[src/rtl/core/gabd_pkg.sv]
// Grid argmax box decoder: shared types, constants and register indexes.
// No dependencies; imported by every module of the block.
`timescale 1ns / 1ps
package gabd_pkg;

  // Configuration port
  localparam int unsigned CfgIdxW  = 3;
  localparam int unsigned CfgDataW = 24;

  localparam logic [CfgIdxW-1:0] CFG_IN_OFFSET   = 3'd0;
  localparam logic [CfgIdxW-1:0] CFG_SCORE_GAIN  = 3'd1;
  localparam logic [CfgIdxW-1:0] CFG_MIN_SCORE   = 3'd2;
  localparam logic [CfgIdxW-1:0] CFG_CELL_WIDTH  = 3'd3;
  localparam logic [CfgIdxW-1:0] CFG_CELL_HEIGHT = 3'd4;
  localparam logic [CfgIdxW-1:0] CFG_SCALE_X     = 3'd5;
  localparam logic [CfgIdxW-1:0] CFG_SCALE_Y     = 3'd6;

  // Register reset values
  localparam logic [7:0]  ZeroPointRst  = 8'd0;
  localparam logic [23:0] ScoreGainRst  = 24'd65536;
  localparam logic [7:0]  ThresholdRst  = 8'd50;
  localparam logic [7:0]  CellWidthRst  = 8'd8;
  localparam logic [7:0]  CellHeightRst = 8'd8;
  localparam logic [15:0] ScaleXRst     = 16'd256;
  localparam logic [15:0] ScaleYRst     = 16'd256;

  // Job queue between front and back
  localparam int unsigned QueueDepth = 2;
  localparam int unsigned QueuePtrW  = $clog2(QueueDepth);
  localparam int unsigned QueueCntW  = $clog2(QueueDepth + 1);

  typedef struct packed {
    logic signed [7:0] in_offset;
    logic [23:0]       score_gain;
    logic [7:0]        min_score;
    logic [7:0]        cell_width;
    logic [7:0]        cell_height;
    logic [15:0]       scale_x;
    logic [15:0]       scale_y;
  } cfg_t;

  typedef struct packed {
    logic signed [7:0] raw_score;
    logic              cell_end;
    logic              row_end;
    logic              frame_end;
  } score_t;

  typedef struct packed {
    logic [15:0] box_x;
    logic [15:0] box_y;
    logic [15:0] box_w;
    logic [15:0] box_h;
    logic [7:0]  box_score;
    logic [7:0]  box_class;
  } box_t;

  // One detected cell, handed from front to back
  typedef struct packed {
    logic [7:0] col;
    logic [7:0] row;
    logic [7:0] score;
    logic [7:0] cls;
  } job_t;

endpackage

[src/rtl/core/grid_argmax_box_decoder_unit.sv]
// Grid argmax box decoder top level: configuration registers, front, job
// queue and back. Depends on gabd_pkg, gabd_front, gabd_queue, gabd_back.
// Throughput: one score per cycle and, while out_ready_i is high, up to one box per cycle; the input
//   stalls only while the two-entry job queue is full.
// Path: a box reaches out_valid_o from the queue write of the cell's last
//   score through the back's stage-1 register and then its output register.
// Reset: rst_ni clears all control state and loads the register defaults.
`timescale 1ns / 1ps
module grid_argmax_box_decoder_unit (
  input  logic                             clk_i,
  input  logic                             rst_ni,
  input  logic                             in_valid_i,
  output logic                             in_ready_o,
  input  gabd_pkg::score_t                 in_data_i,
  output logic                             out_valid_o,
  input  logic                             out_ready_i,
  output gabd_pkg::box_t                   out_data_o,
  input  logic                             cfg_we_i,
  input  logic [gabd_pkg::CfgIdxW-1:0]     cfg_idx_i,
  input  logic [gabd_pkg::CfgDataW-1:0]    cfg_data_i
);
  import gabd_pkg::*;

  cfg_t cfg_q, cfg_d;
  logic full, empty, push, pop;
  job_t push_data, pop_data;

  // Register write decode
  always_comb begin
    cfg_d = cfg_q;
    if (cfg_we_i) begin
      case (cfg_idx_i)
        CFG_IN_OFFSET:   cfg_d.in_offset   = cfg_data_i[7:0];
        CFG_SCORE_GAIN:  cfg_d.score_gain  = cfg_data_i;
        CFG_MIN_SCORE:   cfg_d.min_score   = cfg_data_i[7:0];
        CFG_CELL_WIDTH:  cfg_d.cell_width  = cfg_data_i[7:0];
        CFG_CELL_HEIGHT: cfg_d.cell_height = cfg_data_i[7:0];
        CFG_SCALE_X:     cfg_d.scale_x     = cfg_data_i[15:0];
        CFG_SCALE_Y:     cfg_d.scale_y     = cfg_data_i[15:0];
        default:         cfg_d = cfg_q;
      endcase
    end
  end

  always_ff @(posedge clk_i or negedge rst_ni) begin
    if (!rst_ni) begin
      cfg_q.in_offset   <= ZeroPointRst;
      cfg_q.score_gain  <= ScoreGainRst;
      cfg_q.min_score   <= ThresholdRst;
      cfg_q.cell_width  <= CellWidthRst;
      cfg_q.cell_height <= CellHeightRst;
      cfg_q.scale_x     <= ScaleXRst;
      cfg_q.scale_y     <= ScaleYRst;
    end else begin
      cfg_q <= cfg_d;
    end
  end

  gabd_front u_front (
    .clk_i       (clk_i),
    .rst_ni      (rst_ni),
    .in_valid_i  (in_valid_i),
    .in_ready_o  (in_ready_o),
    .in_data_i   (in_data_i),
    .cfg_i       (cfg_q),
    .full_i      (full),
    .push_o      (push),
    .push_data_o (push_data)
  );

  gabd_queue u_queue (
    .clk_i       (clk_i),
    .rst_ni      (rst_ni),
    .push_i      (push),
    .push_data_i (push_data),
    .pop_i       (pop),
    .pop_data_o  (pop_data),
    .empty_o     (empty),
    .full_o      (full)
  );

  gabd_back u_back (
    .clk_i       (clk_i),
    .rst_ni      (rst_ni),
    .cfg_i       (cfg_q),
    .empty_i     (empty),
    .job_i       (pop_data),
    .pop_o       (pop),
    .out_valid_o (out_valid_o),
    .out_ready_i (out_ready_i),
    .out_data_o  (out_data_o)
  );

endmodule

[src/rtl/core/gabd_front.sv]
// Front part: dequantizes scores, keeps the per-cell argmax and grid position,
// and queues one job per detected cell. Depends on gabd_pkg.
`timescale 1ns / 1ps
module gabd_front (
  input  logic            clk_i,
  input  logic            rst_ni,
  input  logic            in_valid_i,
  output logic            in_ready_o,
  input  gabd_pkg::score_t in_data_i,
  input  gabd_pkg::cfg_t   cfg_i,
  input  logic            full_i,
  output logic            push_o,
  output gabd_pkg::job_t   push_data_o
);
  import gabd_pkg::*;

  logic [7:0] class_cnt_q, class_cnt_d;
  logic [7:0] best_score_q, best_score_d;
  logic [7:0] best_class_q, best_class_d;
  logic [7:0] col_q, col_d;
  logic [7:0] row_q, row_d;

  logic              accept;
  logic signed [8:0] diff;
  logic [31:0]       prod;
  logic [7:0]        score;
  logic [7:0]        new_score;
  logic [7:0]        new_class;
  logic              hit;

  assign in_ready_o = !full_i;
  assign accept     = in_valid_i && !full_i;

  // Dequantize: ((q - offset) * gain) >> 16, clamped to 0..255
  always_comb begin
    diff = $signed({in_data_i.raw_score[7], in_data_i.raw_score})
         - $signed({cfg_i.in_offset[7], cfg_i.in_offset});
    prod = {24'd0, diff[7:0]} * {8'd0, cfg_i.score_gain};
    if (diff[8] || (diff == 9'sd0)) begin
      score = 8'd0;
    end else if (prod[31:24] != 8'd0) begin
      score = 8'hff;
    end else begin
      score = prod[23:16];
    end
  end

  // Strict argmax, earlier class wins ties
  always_comb begin
    if (score > best_score_q) begin
      new_score = score;
      new_class = class_cnt_q;
    end else begin
      new_score = best_score_q;
      new_class = best_class_q;
    end
    hit = (new_score > cfg_i.min_score) && (new_class != 8'd0);
  end

  assign push_o            = accept && in_data_i.cell_end && hit;
  assign push_data_o.col   = col_q;
  assign push_data_o.row   = row_q;
  assign push_data_o.score = new_score;
  assign push_data_o.cls   = new_class;

  // Cell and grid bookkeeping
  always_comb begin
    class_cnt_d  = class_cnt_q;
    best_score_d = best_score_q;
    best_class_d = best_class_q;
    col_d        = col_q;
    row_d        = row_q;
    if (accept) begin
      if (in_data_i.cell_end) begin
        class_cnt_d  = 8'd0;
        best_score_d = 8'd0;
        best_class_d = 8'd0;
        if (in_data_i.frame_end) begin
          col_d = 8'd0;
          row_d = 8'd0;
        end else if (in_data_i.row_end) begin
          col_d = 8'd0;
          row_d = row_q + 8'd1;
        end else begin
          col_d = col_q + 8'd1;
        end
      end else begin
        class_cnt_d  = class_cnt_q + 8'd1;
        best_score_d = new_score;
        best_class_d = new_class;
      end
    end
  end

  always_ff @(posedge clk_i or negedge rst_ni) begin
    if (!rst_ni) begin
      class_cnt_q  <= 8'd0;
      best_score_q <= 8'd0;
      best_class_q <= 8'd0;
      col_q        <= 8'd0;
      row_q        <= 8'd0;
    end else begin
      class_cnt_q  <= class_cnt_d;
      best_score_q <= best_score_d;
      best_class_q <= best_class_d;
      col_q        <= col_d;
      row_q        <= row_d;
    end
  end

endmodule

[src/rtl/core/gabd_queue.sv]
// Short job queue that decouples the front from the back.
// Depends on gabd_pkg.
`timescale 1ns / 1ps
module gabd_queue (
  input  logic          clk_i,
  input  logic          rst_ni,
  input  logic          push_i,
  input  gabd_pkg::job_t push_data_i,
  input  logic          pop_i,
  output gabd_pkg::job_t pop_data_o,
  output logic          empty_o,
  output logic          full_o
);
  import gabd_pkg::*;

  job_t                 mem_q [QueueDepth];
  logic [QueuePtrW-1:0] wr_ptr_q, wr_ptr_d;
  logic [QueuePtrW-1:0] rd_ptr_q, rd_ptr_d;
  logic [QueueCntW-1:0] cnt_q, cnt_d;

  assign empty_o    = (cnt_q == '0);
  assign full_o     = (cnt_q == QueueCntW'(QueueDepth));
  assign pop_data_o = mem_q[rd_ptr_q];

  // Pointer and fill count
  always_comb begin
    wr_ptr_d = wr_ptr_q;
    rd_ptr_d = rd_ptr_q;
    cnt_d    = cnt_q;
    if (push_i) begin
      wr_ptr_d = (wr_ptr_q == QueuePtrW'(QueueDepth - 1)) ? '0 : wr_ptr_q + 1'b1;
    end
    if (pop_i) begin
      rd_ptr_d = (rd_ptr_q == QueuePtrW'(QueueDepth - 1)) ? '0 : rd_ptr_q + 1'b1;
    end
    if (push_i && !pop_i) begin
      cnt_d = cnt_q + 1'b1;
    end else if (!push_i && pop_i) begin
      cnt_d = cnt_q - 1'b1;
    end
  end

  always_ff @(posedge clk_i or negedge rst_ni) begin
    if (!rst_ni) begin
      wr_ptr_q <= '0;
      rd_ptr_q <= '0;
      cnt_q    <= '0;
    end else begin
      wr_ptr_q <= wr_ptr_d;
      rd_ptr_q <= rd_ptr_d;
      cnt_q    <= cnt_d;
    end
  end

  // Storage, no reset
  always_ff @(posedge clk_i) begin
    if (push_i) begin
      mem_q[wr_ptr_q] <= push_data_i;
    end
  end

endmodule

[src/rtl/core/gabd_back.sv]
// Back part: turns a queued cell job into a scaled box over two pipeline
// stages with an output register. Depends on gabd_pkg.
`timescale 1ns / 1ps
module gabd_back (
  input  logic          clk_i,
  input  logic          rst_ni,
  input  gabd_pkg::cfg_t cfg_i,
  input  logic          empty_i,
  input  gabd_pkg::job_t job_i,
  output logic          pop_o,
  output logic          out_valid_o,
  input  logic          out_ready_i,
  output gabd_pkg::box_t out_data_o
);
  import gabd_pkg::*;

  logic        s1_valid_q, s1_valid_d;
  logic [15:0] cx_q, cy_q;
  logic [15:0] w_q, h_q;
  logic [7:0]  score_q, cls_q;
  logic        out_valid_q, out_valid_d;
  box_t        out_q;

  logic        s1_en, s2_en;
  logic [15:0] cx, cy;
  logic [23:0] w_prod, h_prod;
  logic [31:0] x_prod, y_prod;

  assign s2_en = !out_valid_q || out_ready_i;
  assign s1_en = !s1_valid_q || s2_en;
  assign pop_o = !empty_i && s1_en;

  // Stage 1: cell centre in model pixels, scaled cell size
  always_comb begin
    cx     = ({8'd0, job_i.col} * {8'd0, cfg_i.cell_width}) + {9'd0, cfg_i.cell_width[7:1]};
    cy     = ({8'd0, job_i.row} * {8'd0, cfg_i.cell_height}) + {9'd0, cfg_i.cell_height[7:1]};
    w_prod = {16'd0, cfg_i.cell_width} * {8'd0, cfg_i.scale_x};
    h_prod = {16'd0, cfg_i.cell_height} * {8'd0, cfg_i.scale_y};
  end

  // Stage 2: scale the centre, saturate to 16 bits
  always_comb begin
    x_prod = {16'd0, cx_q} * {16'd0, cfg_i.scale_x};
    y_prod = {16'd0, cy_q} * {16'd0, cfg_i.scale_y};
  end

  always_comb begin
    s1_valid_d  = s1_en ? !empty_i : s1_valid_q;
    out_valid_d = s2_en ? s1_valid_q : out_valid_q;
  end

  always_ff @(posedge clk_i or negedge rst_ni) begin
    if (!rst_ni) begin
      s1_valid_q  <= 1'b0;
      out_valid_q <= 1'b0;
    end else begin
      s1_valid_q  <= s1_valid_d;
      out_valid_q <= out_valid_d;
    end
  end

  always_ff @(posedge clk_i) begin
    if (s1_en) begin
      cx_q    <= cx;
      cy_q    <= cy;
      w_q     <= w_prod[23:8];
      h_q     <= h_prod[23:8];
      score_q <= job_i.score;
      cls_q   <= job_i.cls;
    end
    if (s2_en) begin
      out_q.box_x     <= (x_prod[31:24] != 8'd0) ? 16'hffff : x_prod[23:8];
      out_q.box_y     <= (y_prod[31:24] != 8'd0) ? 16'hffff : y_prod[23:8];
      out_q.box_w     <= w_q;
      out_q.box_h     <= h_q;
      out_q.box_score <= score_q;
      out_q.box_class <= cls_q;
    end
  end

  assign out_valid_o = out_valid_q;
  assign out_data_o  = out_q;

endmodule
[config.mk]
export PLATFORM = sky130hd
export DESIGN_NAME = grid_argmax_box_decoder_unit
export DESIGN_NICKNAME = d
export VERILOG_FILES = /design/src/rtl/core/gabd_pkg.sv /design/src/rtl/core/grid_argmax_box_decoder_unit.sv /design/src/rtl/core/gabd_front.sv /design/src/rtl/core/gabd_queue.sv /design/src/rtl/core/gabd_back.sv
export SDC_FILE = /design/constraint.sdc
export NUM_CORES = 2
export LEC_CHECK = 0
export ABC_CLOCK_PERIOD_IN_PS = 13600
export BUFFER_PORTS_ARGS = -buffer_cell sky130_fd_sc_hd__buf_4
export CAP_MARGIN = 20
export CORE_MARGIN = 2
export CORE_UTILIZATION = 30
export DETAILED_ROUTE_END_ITERATION = 10
export MAX_ROUTING_LAYER = met4
export PLACE_DENSITY_LB_ADDON = 0.25
export SYNTH_ARGS = -nofsm -noshare
export SYNTH_HDL_FRONTEND = slang
export SYNTH_SLANG_ARGS = --single-unit
[constraint.sdc]
create_clock -name clk_i -period 13.6 [get_ports clk_i]
set_input_delay 2.04 -clock clk_i [delete_from_list [all_inputs] [get_ports clk_i]]
set_output_delay 2.04 -clock clk_i [all_outputs]
set_load 0.01 [all_outputs]
==> results.cfg <==
[layout]
stdcell_area_mm2 = 0.0524
layout-drive-gt1-share_pct = 8.50
area_growth_syn_to_layout_pct = 10.8
post-route-util_pct = 33.5
nets = 6046

[critical_path]
slowest_stage = fa_1
cp_top_family = adder cells
critPathCaptureType = flip-flop
critPathKind = in2reg
ff2ff_setup_slack_ps = 2460
r2r_start = cfg_q[81]$_DFFE_PN0P_
r2r_cells = 45
max_stage_delay_ps = 510
critPathLaunch = in_data_i[3]
cp_num_buf_inv = 7
critical_path_depth = 48
critPathCapture = u_queue.mem_q[1][23]$_DFFE_PP_
r2r_end = u_queue.mem_q[1][23]$_DFFE_PP_
cp_data_required_time_ps = 13900
worstSetupStartpointType = input port
worst-path-max-fanout = 24
worst_ep_arrival_time_ps = 12550

[routing]
drc = 0
avgRoutedWirePerCell_um = 17.3
num_vias = 31940
ant_nets = 0
routed_wl_um = 119000
drtIter0Drc = 1423
viasPerCell = 4.63
firstDrtPassIters = 5

[placed_design]
numPortBuffers = 124
gp_congestion = 0.852
place_area_mm2 = 0.0507
pre_cts_slack_ps = 710
hpwl_um = 90800

[timing]
finalCritPeriodShare_pct = 90.1
final_max_slew_viol_count = 0
setup_viol = 0
max_slew.worst_pin.slew_ps = 1060
finalHoldViolCount = 0
finalSetupTns_ps = 0
slew_headroom_pct = 27.3
fin_skew_ps = 43.7
setup_slack_ps = 1350
period_minus_slack_ps = 12250
max_clock_freq_mhz = 81.6
rsz0062_at_grt = false

[floorplan]
ios = 125
die_x_um = 401
die_h_um = 401
design.core.area_mm2 = 0.156
rows = 145
initial_core_util_pct = 30.3
dieArea_mm2 = 0.161

[synth]
ys_seq_area_share_pct = 21.3
synthCells = 4732
synth_ff_type = edfxtp_1
syn_area_per_cell_um2 = 10.0
async_reset_ff_share_pct = 37.4
yosysUniqueCellTypes = 76
yosys_warnings = 0
syn-cell-area_mm2 = 0.0473
syn_nets = 5981
synth_edf_count = 224
synth-seq-cells = 358

[global_route]
grtUsageTotal_pct = 15.7
grt.overflow.total = 0
antenna_found_initial = 4
grt_max_degree = 76
grt_first_pass_wirelength_um = 194000
first_global_vias = 34355

[run]
cap_violations = 0

[clock_network]
cts_root_buf = clkbuf_16
clk_path_buf_depth = 3
cts_tree = built
cts.sinks = 358
clk_latency_ps = 680
clkTransAtPathRegs_ps = 50
cts.htree.levels = 2
cts_hold_buf = 0
post_cts_buffers = 0
cts_buffers = 49
cts.repair.resized = 0

[status]
outcome = completed

[worst_hold_path]
hold_class = reg2reg
[metrics by stage]
step                hold slack (ps)  cells
detailed placement              405   6803
global route                    407   6897
CTS                             395   6895
global placement                402   6801
floorplan                       400   4732
finish                          395   6898
[layout make-up]
type	count	area (µm²)
Fill cell	16072	104000
Sequential cell	358	10100
Tap cell	2058	2570
Antenna cell	2	5.00
Inverter	898	3370
Timing Repair Buffer	196	1490
Clock buffer	69	1370
Clock inverter	23	315
Multi-Input combinational cell	3294	33200
[cells by family (layout without fill, tap and decap cells)]
kind of cell / after synthesis / count (layout) / synth area share, %
simple gates: 1464 / 1464 / 15.6
fa+ha+maj: 1206 / 1206 / 44.1
buf+inv: 1080 / 1186 / 8.59
compound gates: 383 / 383 / 5.31
flops: 358 / 358 / 21.3
mux: 123 / 123 / 2.90
xor+xnor: 118 / 118 / 2.18
other cells: 0 / 2 / 0
[worst min path at each step]
stage / from / cells past startpoint / slack [ps] / to
finish: u_back.h_q[6]$_DFFE_PN_ / 0 / 390 / u_back.out_data_o[22]$_DFFE_PP_
global route: u_back.h_q[6]$_DFFE_PN_ / 0 / 410 / u_back.out_data_o[22]$_DFFE_PP_
CTS: u_back.h_q[6]$_DFFE_PN_ / 0 / 400 / u_back.out_data_o[22]$_DFFE_PP_
detailed placement: u_back.score_q[2]$_DFFE_PN_ / 0 / 400 / u_back.out_data_o[10]$_DFFE_PP_
global placement: u_back.w_q[13]$_DFFE_PN_ / 0 / 400 / u_back.out_data_o[45]$_DFFE_PP_
floorplan: u_back.cls_q[0]$_DFFE_PN_ / 0 / 400 / u_back.out_data_o[0]$_DFFE_PP_
[flip-flops by register name, summed over array words and instances, names as in the netlist]
register              cells
u_front.col_q             8
u_front.best_score_q      8
u_front.class_cnt_q       8
u_back.cy_q              16
u_back.h_q               16
u_back.score_q            8
u_back.cls_q              8
u_queue.mem_q            64
u_front.best_class_q      8
u_queue.rd_ptr_q          1
u_front.row_q             8
u_back.out_valid_o        1
cfg_q                    88
u_queue.cnt_q             2
u_back.w_q               16
u_back.out_data_o        80
u_back.s1_valid_q         1
u_back.cx_q              16
u_queue.wr_ptr_q          1
[routing by layer]
| layer | track usage (%) | part of all wire [%] |
|---|---|---|
| met5 | - | 0 |
| met2 | 26.1 | 49 |
| met1 | 20.5 | 46 |
| met3 | 1.86 | 3.6 |
| met4 | 3.34 | 2.1 |
[cell usage after synthesis, types with 18 or more instances]
cell	instances	area (µm²)
nor2_1	107	402
nor3_1	29	145
nand2b_1	46	288
xnor2_1	71	622
dfrtp_1	126	3150
inv_1	898	3370
and2_1	538	3370
mux2_2	111	1250
nand2_1	611	2290
o21ai_0	96	480
a21o_1	47	353
nand3_1	25	125
o21a_1	21	158
fa_1	770	15400
xor2_1	47	412
edfxtp_1	224	6730
clkbuf_1	175	657
nand4_1	18	113
nor2b_1	22	138
ha_1	436	5460
a21oi_1	94	470
[placed cells by master, fill, tap and decap left out, types with 21 or more instances in the layout]
cell type	n
inv_1	898
fa_1	770
nand2_1	611
and2_1	538
ha_1	436
edfxtp_1	224
buf_4	193
dfrtp_1	125
mux2_2	111
nor2_1	107
o21ai_0	95
a21oi_1	94
xnor2_1	71
clkbuf_16	51
a21o_1	47
xor2_1	47
nand2b_1	45
nor3_1	29
nand3_1	25
o21a_1	21
nor2b_1	21
Power is not shown: default switching activity piles up to over one toggle a cycle in this logic, so the estimate is an artifact.
